<file path="config.mk">
export PLATFORM = sky130hd
export DESIGN_NAME = mmpw_ctrl
export DESIGN_NICKNAME = d
export VERILOG_FILES = /design/src/rtl/mmpw_pkg.sv /design/src/rtl/mmpw_ctrl.sv
export SDC_FILE = /design/constraint.sdc
export NUM_CORES = 1
export LEC_CHECK = 0
export BUFFER_PORTS_ARGS = -buffer_cell sky130_fd_sc_hd__buf_2
export CAP_MARGIN = 30
export CORE_AREA = 2 2 39 41
export CTS_BUF_LIST = sky130_fd_sc_hd__clkbuf_16
export CTS_CLUSTER_DIAMETER = 80
export CTS_CLUSTER_SIZE = 40
export DETAILED_ROUTE_END_ITERATION = 16
export DIE_AREA = 0 0 41 43
export PLACE_DENSITY = 0.65
export SKIP_LAST_GASP = 1
export SLEW_MARGIN = 15
export SYNTH_ARGS = -nofsm -noshare
export SYNTH_HDL_FRONTEND = slang
export SYNTH_SLANG_ARGS = --single-unit
</file>
<file path="constraint.sdc">
create_clock -name clk -period 4.8 [get_ports clk]
set_input_delay 0.96 -clock clk [delete_from_list [all_inputs] [get_ports clk]]
set_output_delay 0.96 -clock clk [all_outputs]
set_load 0.005 [all_outputs]
</file>
<file path="src/rtl/mmpw_pkg.sv">
package mmpw_pkg;

	localparam int NWIN     = 4;
	localparam int WIN_W    = 2;
	localparam int SAMPLE_W = 13;
	localparam int SUM_W    = 25;
	localparam int AVG_W    = 21;
	localparam int LREG_W   = 13;
	localparam int TS_W     = 32;
	localparam int PWR_W    = 16;
	localparam int REQ_W    = 2;
	localparam int ADDR_W   = 4;
	localparam int DATA_W   = 32;

	localparam logic [SAMPLE_W-1:0] POWER_CAP = 13'd4999;

	localparam logic [REQ_W-1:0] REQ_RECORD = 2'd0;
	localparam logic [REQ_W-1:0] REQ_EOF    = 2'd1;
	localparam logic [REQ_W-1:0] REQ_REPORT = 2'd2;

	localparam logic [WIN_W-1:0] WIN_LAST = 2'd3;

	localparam logic [LREG_W-1:0] LEN_A_RST = 13'd5;
	localparam logic [LREG_W-1:0] LEN_B_RST = 13'd60;
	localparam logic [LREG_W-1:0] LEN_C_RST = 13'd300;
	localparam logic [LREG_W-1:0] LEN_D_RST = 13'd1200;

	// controller to datapath
	typedef struct packed {
		logic              rec_load;
		logic              eof;
		logic              rd;
		logic              upd;
		logic              wr;
		logic              div_start;
		logic              out_load;
		logic [WIN_W-1:0]  win;
	} cmd_t;

	// datapath to controller
	typedef struct packed {
		logic last_sample;
		logic div_done;
		logic out_busy;
	} sts_t;

endpackage

</file>
<file path="src/rtl/mmpw_ctrl.sv">
module mmpw_ctrl (
	input  logic                        clk,
	input  logic                        arst_n,
	input  logic                        in_valid,
	input  logic [mmpw_pkg::REQ_W-1:0]  in_req_type,
	output logic                        in_ready,
	input  mmpw_pkg::sts_t              sts,
	output mmpw_pkg::cmd_t              cmd
);
	import mmpw_pkg::*;

	localparam logic [2:0] ST_IDLE = 3'd0;
	localparam logic [2:0] ST_RD   = 3'd1;
	localparam logic [2:0] ST_UPD  = 3'd2;
	localparam logic [2:0] ST_WR   = 3'd3;
	localparam logic [2:0] ST_DIV  = 3'd4;
	localparam logic [2:0] ST_DWT  = 3'd5;
	localparam logic [2:0] ST_OUT  = 3'd6;

	logic [2:0]       state_q, state_d;
	logic [WIN_W-1:0] win_q, win_d;
	logic             acc;

	assign in_ready = (state_q == ST_IDLE);
	assign acc      = in_valid && in_ready;

	// sequence samples, end of file and report lines
	always_comb begin
		state_d       = state_q;
		win_d         = win_q;
		cmd           = '0;
		cmd.win       = win_q;
		unique case (state_q)
			ST_IDLE: begin
				if (acc) begin
					win_d = '0;
					case (in_req_type)
						REQ_RECORD: begin
							cmd.rec_load = 1'b1;
							state_d      = ST_RD;
						end
						REQ_EOF:    cmd.eof = 1'b1;
						REQ_REPORT: state_d = ST_DIV;
						default:    ;
					endcase
				end
			end
			ST_RD: begin
				cmd.rd  = 1'b1;
				state_d = ST_UPD;
			end
			ST_UPD: begin
				cmd.upd = 1'b1;
				if (win_q == WIN_LAST) begin
					state_d = ST_WR;
				end else begin
					win_d   = win_q + 1'b1;
					state_d = ST_RD;
				end
			end
			ST_WR: begin
				cmd.wr = 1'b1;
				win_d  = '0;
				state_d = sts.last_sample ? ST_IDLE : ST_RD;
			end
			ST_DIV: begin
				cmd.div_start = 1'b1;
				state_d       = ST_DWT;
			end
			ST_DWT: begin
				if (sts.div_done) state_d = ST_OUT;
			end
			ST_OUT: begin
				if (!sts.out_busy) begin
					cmd.out_load = 1'b1;
					if (win_q == WIN_LAST) begin
						state_d = ST_IDLE;
					end else begin
						win_d   = win_q + 1'b1;
						state_d = ST_DIV;
					end
				end
			end
			default: state_d = ST_IDLE;
		endcase
	end

	always_ff @(posedge clk or negedge arst_n) begin
		if (!arst_n) begin
			state_q <= ST_IDLE;
			win_q   <= '0;
		end else begin
			state_q <= state_d;
			win_q   <= win_d;
		end
	end

endmodule

</file>
# == After elaboration in Yosys (flattened, before gate mapping) ==
# Cells that the tools add are included.
# word_totals
regBits,5
in_bits,8
out_inout_bits,10
word_cells,44
# op_classes
add_sub_neg,1
n_eq_ne,13
mux,22
n_reduce_logical,6
# ops
cell,n
one-hot mux 3 bit (7 select lines),1
two-way mux 2 bit,6
two-way mux 3 bit,4
== test 3 bit (second input constant),3
two-way mux 1 bit,9
one-hot mux 2 bit (4 select lines),1
== test 3 x 2 -> 1 bit (second input constant),2
one-hot mux 3 bit (2 select lines),1
== test 2 bit (second input constant),2
!= test 2 bit (second input constant),2
AND reduction 4 bit,1
nonzero test 4 bit,1
== test 3 x 1 -> 1 bit (second input constant),1
zero test 3 bit,1
!= test 3 x 1 -> 1 bit (second input constant),1
AND reduction 3 bit,1
adder 2 x 1 -> 2 bit (second input constant),1
== test 2 x 1 -> 1 bit (second input constant),1
zero test 2 bit,1
!= test 2 x 1 -> 1 bit (second input constant),1
logical AND 1 bit,1

# == Logic depth before layout (Yosys ltp) ==
# Gate-level depths: netlist of run 1.
# depth
word_depth,4
mapped_depth,5

# == Worst setup path after synthesis of run 1 ==
# OpenSTA, ideal clock, no wires.
# synth_path
kind,input to output
start,in in_req_type[0] (netlist name)
end,out cmd[8] (netlist name)
arrival_ps,1268
t_required_ps,3840
slack_ps,2572
stages,1
path_buffers,0
cell_sequence,nor4bb_1
# synth_between
elab_chain_cells,4
# synth_lines
item,line,text
start: declaration,mmpw_ctrl.sv:5,"input logic [mmpw_pkg::REQ_W-1:0] in_req_type,"
zero test 2 bit,mmpw_ctrl.sv:37,case (in_req_type)
two-way mux 1 bit,mmpw_ctrl.sv:37,
two-way mux 2 bit,mmpw_ctrl.sv:35,if (acc) begin
two-way mux 2 bit,mmpw_ctrl.sv:33,unique case (state_q)
end: declaration,mmpw_ctrl.sv:8,output mmpw_pkg::cmd_t cmd
# Every way passes these cells.

==> flow_summary.ini, run 1 <==
[grt]
grt_pass1_vias = 356
grt_pass1_wl_mm = 1.44
antenna_found_initial = 0
grt_overflow = 0
grt_use_total_pct = 11.6
grt_max_degree = 14

[routing]
num_vias = 430
antenna_left = 0
drc = 0
wire_per_inst_um = 11.4
viasPerCell = 5.18
routed_wirelength_um = 945
dr.pass1.iters = 4
drtIter0Drc = 9

[sta]
final-max-slew-violation-count = 0
worst_slew_pin_slew_ns = 0.383
setup_ws_ns = 2.32
max_freq_mhz = 403
fin_crit_ns = 2.48
fin_crit_sh_pct = 51.6
relSlewSlack_pct = 74.3
hold_violations = 0
tns_ns = 0
rsz0062_at_grt = false
setup_viol = 0
clock_skew_ns = 0.000261

[floorplanning]
die_h_um = 43
rows = 14
die-area_um2 = 1760
die_w_um = 41
initial_core_util_pct = 30.7
core_area_um2 = 1380
io_pins = 18

[clock_tree]
path_clk_slew_ns = 0.03
cts_buffers = 3
post-cts-setup-buffers = 0
cts_root_buffer = clkbuf_16
cts_tree = done
clockBufferDepth = 2
worstSkewPairLatency_ns = 0.23
cts_resized = 0
htree_num_levels = 1
numClockSinks = 5
postCtsHoldBufs = 0

[critical_path]
cpPeakStageDelay_ns = 0.50
crit_required_ns = 3.84
slowest_stage = dfrtp_1
path_class = flop to output port
crit_arrival_ns = 1.52
critPathLaunchType = flop
crit_path_end_kind = output port
worstPathCellList = nor3_1 -> nor4bb_1 -> buf_2
cp_max_fo = 13

[cells_and_area]
nFillCells = 136
antenna_cells = 0
multi_input_area_um2 = 275
ff_latch_area_um2 = 125
syn_to_final_growth_pct = 40.7
final_util_pct = 43.1
final_nets = 77
drive_above_1_share_pct = 35.8

[yosys]
synth-seq-area-share_pct = 29.5
synth_xor_area_share_pct = 0
synth_compound_area_share_pct = 20.4
syn_nets = 58
avgSynthCellArea_um2 = 8.66
synth.distinct_cells = 27
syn_area_um2 = 424
synth_warnings = 0
syn_inst = 49
synthSimpleGateAreaFrac_pct = 32.2
synth_mux_area_share_pct = 9.44
synth_top_family_by_area = simple AND/OR/NAND/NOR gates
synthAdderAreaFrac_pct = 2.95
synth-seq-cells = 5

[placed_design]
dp_hpwl_um = 688
gp_congestion = 0.755
port_buffers = 17
place_ws_ns = 2.36

[status]
outcome = finished, final reports clean

[flow_run]
drv_cap = 0

[power]
ir_worst_vdd_v = 0.000257
leakage_nw = 0.308
cellPowerDensity_nw_per_um2 = 665

[worst_hold_path]
hp-class = input pin to async pin
power breakdown:
part	switching [mW]	total [mW]	internal, mW	leakage (nW)
Clock	0.0267	0.135	0.109	0.0409
Combinational	0.0717	0.160	0.0879	0.202
Sequential	0.0417	0.102	0.0602	0.0645
Total	0.140	0.397	0.257	0.308
kinds of logic (layout without fill, tap and decap cells):
group                      after synthesis  count (layout)
AOI/OAI and AO/OA                       11              11
adders and majority gates                1               1
buffers and inverters                    6              24
DFF                                      5               5
muxes                                    3               3
and+or+nand+nor                         23              23
synthesized netlist by cell type, drive strengths merged:
cell type  count  share of area (%)
dfrtp          5                 29
mux2           2                7.1
nor2           6                5.3
o32ai          1                2.1
or4b           1                2.4
o21ai          2                2.4
a31o           1                4.1
o31ai          1                1.8
buf            2                2.1
a2bb2oi        1                2.1
a21o           1                1.8
nor3           3                3.5
inv            3                2.7
and3           1                1.5
o22ai          2                2.9
a221oi         1                2.1
nor4b          1                2.1
a21oi          1                1.2
nand2          2                1.8
ha             1                2.9
clkbuf         1               0.88
mux2i          1                2.4
and4b          1                2.4
nor3b          2                3.5
nor4bb         1                2.4
nand2b         5                7.4
cell type report:
class / instances / share of cell area, %
flip-flops and latches: 5 / 21.0
multi-input cells: 38 / 46.1
well taps: 16 / 3.35
clock inverters: 1 / 0.839
clock buffers: 3 / 12.6
repair buffers: 17 / 14.3
inverters: 3 / 1.89
metrics by stage:
step,instance area (um2),total power [mW],instances,hold slack (ns)
CTS,597,0.401,83,0.536
global route,597,0.428,83,0.545
detailed placement,517,0.262,79,0.558
finish,597,0.397,83,0.537
global placement,517,0.261,79,0.535
floorplan,424,0.217,49,0.533
critical path: cells and delay by family, from the launching register on:
family | cells | cell delay [ns]
buf+inv | 1 | 0.15
flops | 1 | 0.50
simple gates | 2 | 0.64
placed cells by master, fill, tap and decap left out, types with 2 or more instances in the layout:
cell type | netlist | final
nand2_1 | 2 | 2
nor2_1 | 6 | 6
nor3_1 | 3 | 3
inv_1 | 3 | 3
nor3b_1 | 2 | 2
o22ai_1 | 2 | 2
buf_2 | 1 | 17
nand2b_1 | 5 | 5
o21ai_0 | 2 | 2
mux2_4 | 2 | 2
dfrtp_1 | 5 | 5
clkbuf_16 | 0 | 3
routing by layer:
layer  GRT usage, %  vias to the layer above  routed length (um)
met3           4.71                        0                  72
met2           17.8                       18                 415
met5              0                        -                   0
met4           2.00                        0                   0
met1           15.0                      196                 457
li1               -                      216                   -
state kept, by name (all words and copies together), names as in the netlist:
| register | count |
|---|---|
| state_q | 3 |
| win_q | 2 |
path summary, 6_finish.rpt:
kind,from,to,slack (ns),cells after the start
setup / recovery,state_q[1]$_DFFE_PN0P_,cmd[8],2.32,3
hold / removal,arst_n,win_q[1]$_DFFE_PN0P_,0.54,1
setup reg to reg,state_q[1]$_DFFE_PN0P_,win_q[1]$_DFFE_PN0P_,3.06,4
hold reg to reg,win_q[0]$_DFFE_PN0P_,win_q[0]$_DFFE_PN0P_,0.56,1
max in group asynchronous,arst_n,state_q[2]$_DFFE_PN0P_,4.14,1
min in group clk,win_q[0]$_DFFE_PN0P_,win_q[0]$_DFFE_PN0P_,0.56,1
Note: power is estimated with default switching activity, not from simulation.
==> run 2, diff against run 1 <==
--- a/config.mk
+++ b/config.mk
@@ -13,7 +13,7 @@
 export CTS_CLUSTER_SIZE = 40
 export DETAILED_ROUTE_END_ITERATION = 16
 export DIE_AREA = 0 0 41 43
-export PLACE_DENSITY = 0.65
+export PLACE_DENSITY = 0.67
 export SKIP_LAST_GASP = 1
 export SLEW_MARGIN = 15
 export SYNTH_ARGS = -nofsm -noshare
==> constraint.sdc (replaced) <==
create_clock -name clk -period 2.2 [get_ports clk]
set_input_delay 0.44 -clock clk [delete_from_list [all_inputs] [get_ports clk]]
set_output_delay 0.44 -clock clk [all_outputs]
set_load 0.005 [all_outputs]
==> run 2 against run 1 <==
Flip-flop and latch count did not move. Final area shrank 0.21%. Die area unchanged. Sequential power is 120% higher. Critical path type unchanged. Highest routed layer is now met4. Clock power grew 120%.
==> flow_summary.ini, run 2 (synthesized netlist as in run 1, its figures left out) <==
[status]
outcome = finished, final reports clean

[grt]
grt_pass1_vias = 396
grt_overflow = 0
antenna_found_initial = 0
grt_max_degree = 14
grt_use_total_pct = 15.6
grt_pass1_wl_mm = 1.72

[sta]
hold_violations = 0
setup_viol = 0
relSlewSlack_pct = 76.5
max_freq_mhz = 510
final-max-slew-violation-count = 0
worst_slew_pin_slew_ns = 0.352
fin_crit_ns = 1.96
tns_ns = 0
clock_skew_ns = 0.000251
fin_crit_sh_pct = 89.1
rsz0062_at_grt = false

[floorplanning]
core_area_um2 = 1380
die_w_um = 41
rows = 14
initial_core_util_pct = 30.7
die-area_um2 = 1760
io_pins = 18
die_h_um = 43

[clock_tree]
clockBufferDepth = 2
cts_tree = done
numClockSinks = 5
cts_resized = 0
post-cts-setup-buffers = 0
postCtsHoldBufs = 0
worstSkewPairLatency_ns = 0.23
path_clk_slew_ns = 0.03
cts_root_buffer = clkbuf_16
cts_buffers = 3
htree_num_levels = 1

[routing]
route.met2.wl_um = 479
drc = 0
antenna_left = 0
wl_met3_um = 59
dr.pass1.iters = 2
num_vias = 429
highest_layer = met4
drtIter0Drc = 3
viasPerCell = 5.17
met1Wirelength_um = 397
wire_per_inst_um = 11.9
routed_wirelength_um = 984

[cells_and_area]
top_register = state_q
ff_latch_area_um2 = 125
antenna_cells = 0
finalInstanceArea_um2 = 596
nFillCells = 141
multi_input_area_um2 = 275
final_nets = 77
syn_to_final_growth_pct = 40.4
drive_above_1_share_pct = 34.3
largest_reg_flops = 3
top_regs = state_q (3), win_q (2)
final_common_cell = buf_2
mostFrequentLayoutCells = buf_2 (17), nor2_1 (6), nand2b_1 (5), dfrtp_1 (5), inv_1 (4)

[power]
cellPowerDensity_nw_per_um2 = 1450
leakage_nw = 0.309
ir_worst_vdd_v = 0.000590

[flow_run]
drv_cap = 0

[critical_path]
cp_max_fo = 13
crit_arrival_ns = 1.52
crit_required_ns = 1.76
crit_path_end_kind = output port
critPathLaunchType = flop
path_class = flop to output port

[placed_design]
dp_hpwl_um = 736
placed_area_um2 = 517
gp_congestion = 0.763
port_buffers = 17

[worst_hold_path]
hp-class = input pin to async pin
run 2: power breakdown:
part / leakage, nW / internal, mW / total (mW) / switching (mW)
sequential: 0.0645 / 0.131 / 0.222 / 0.0907
clock: 0.0423 / 0.235 / 0.296 / 0.0601
combinational: 0.202 / 0.191 / 0.343 / 0.152
total: 0.309 / 0.558 / 0.861 / 0.303
run 2: routing by layer:
metal  track usage, %  up-vias
met4             14.0        0
met3             6.28        4
met1             16.7      190
met2             21.9       16
met5                0        -
li1                 -      219
run 2: area by class of cell:
type / count / area share (%)
Clock inverter: 1 / 0.630
Inverter: 3 / 1.89
Timing Repair Buffer: 17 / 14.3
Clock buffer: 3 / 12.6
Sequential cell: 5 / 21.0
Tap cell: 16 / 3.36
Multi-Input combinational cell: 38 / 46.2
run 2: final timing paths:
path                                   startpoint                endpoint  slack (ns)  depth (start not counted)
hold / removal                             arst_n    win_q[1]$_DFFE_PN0P_        0.02                          1
min in group clk                           sts[1]  state_q[0]$_DFFE_PN0P_        0.45                          2
setup reg to reg           state_q[1]$_DFFE_PN0P_    win_q[0]$_DFFE_PN0P_        0.47                          4
hold reg to reg              win_q[1]$_DFFE_PN0P_    win_q[1]$_DFFE_PN0P_        0.54                          1
setup / recovery           state_q[1]$_DFFE_PN0P_                  cmd[8]        0.24                          3
max in group asynchronous                  arst_n    win_q[0]$_DFFE_PN0P_        2.05                          1
run 2: per-stage QoR:
step	hold slack (ns)	cells	worst slack, ns	util (%)	total power [mW]
after floorplan	0.144	49	0.583	-	0.473
after global placement	0.260	79	0.515	37.3	0.566
after detailed placement	0.264	79	0.472	37.3	0.574
after CTS	0.0235	83	0.219	43.0	0.876
after global routing	0.0298	83	0.145	43.0	0.938
final	0.0204	83	0.241	43.0	0.861
run 2: critical path, cell delays in order (launching register included):
cell	delay, ns
dfrtp_1	0.49
nor3_1	0.37
nor4bb_1	0.26
buf_2	0.16
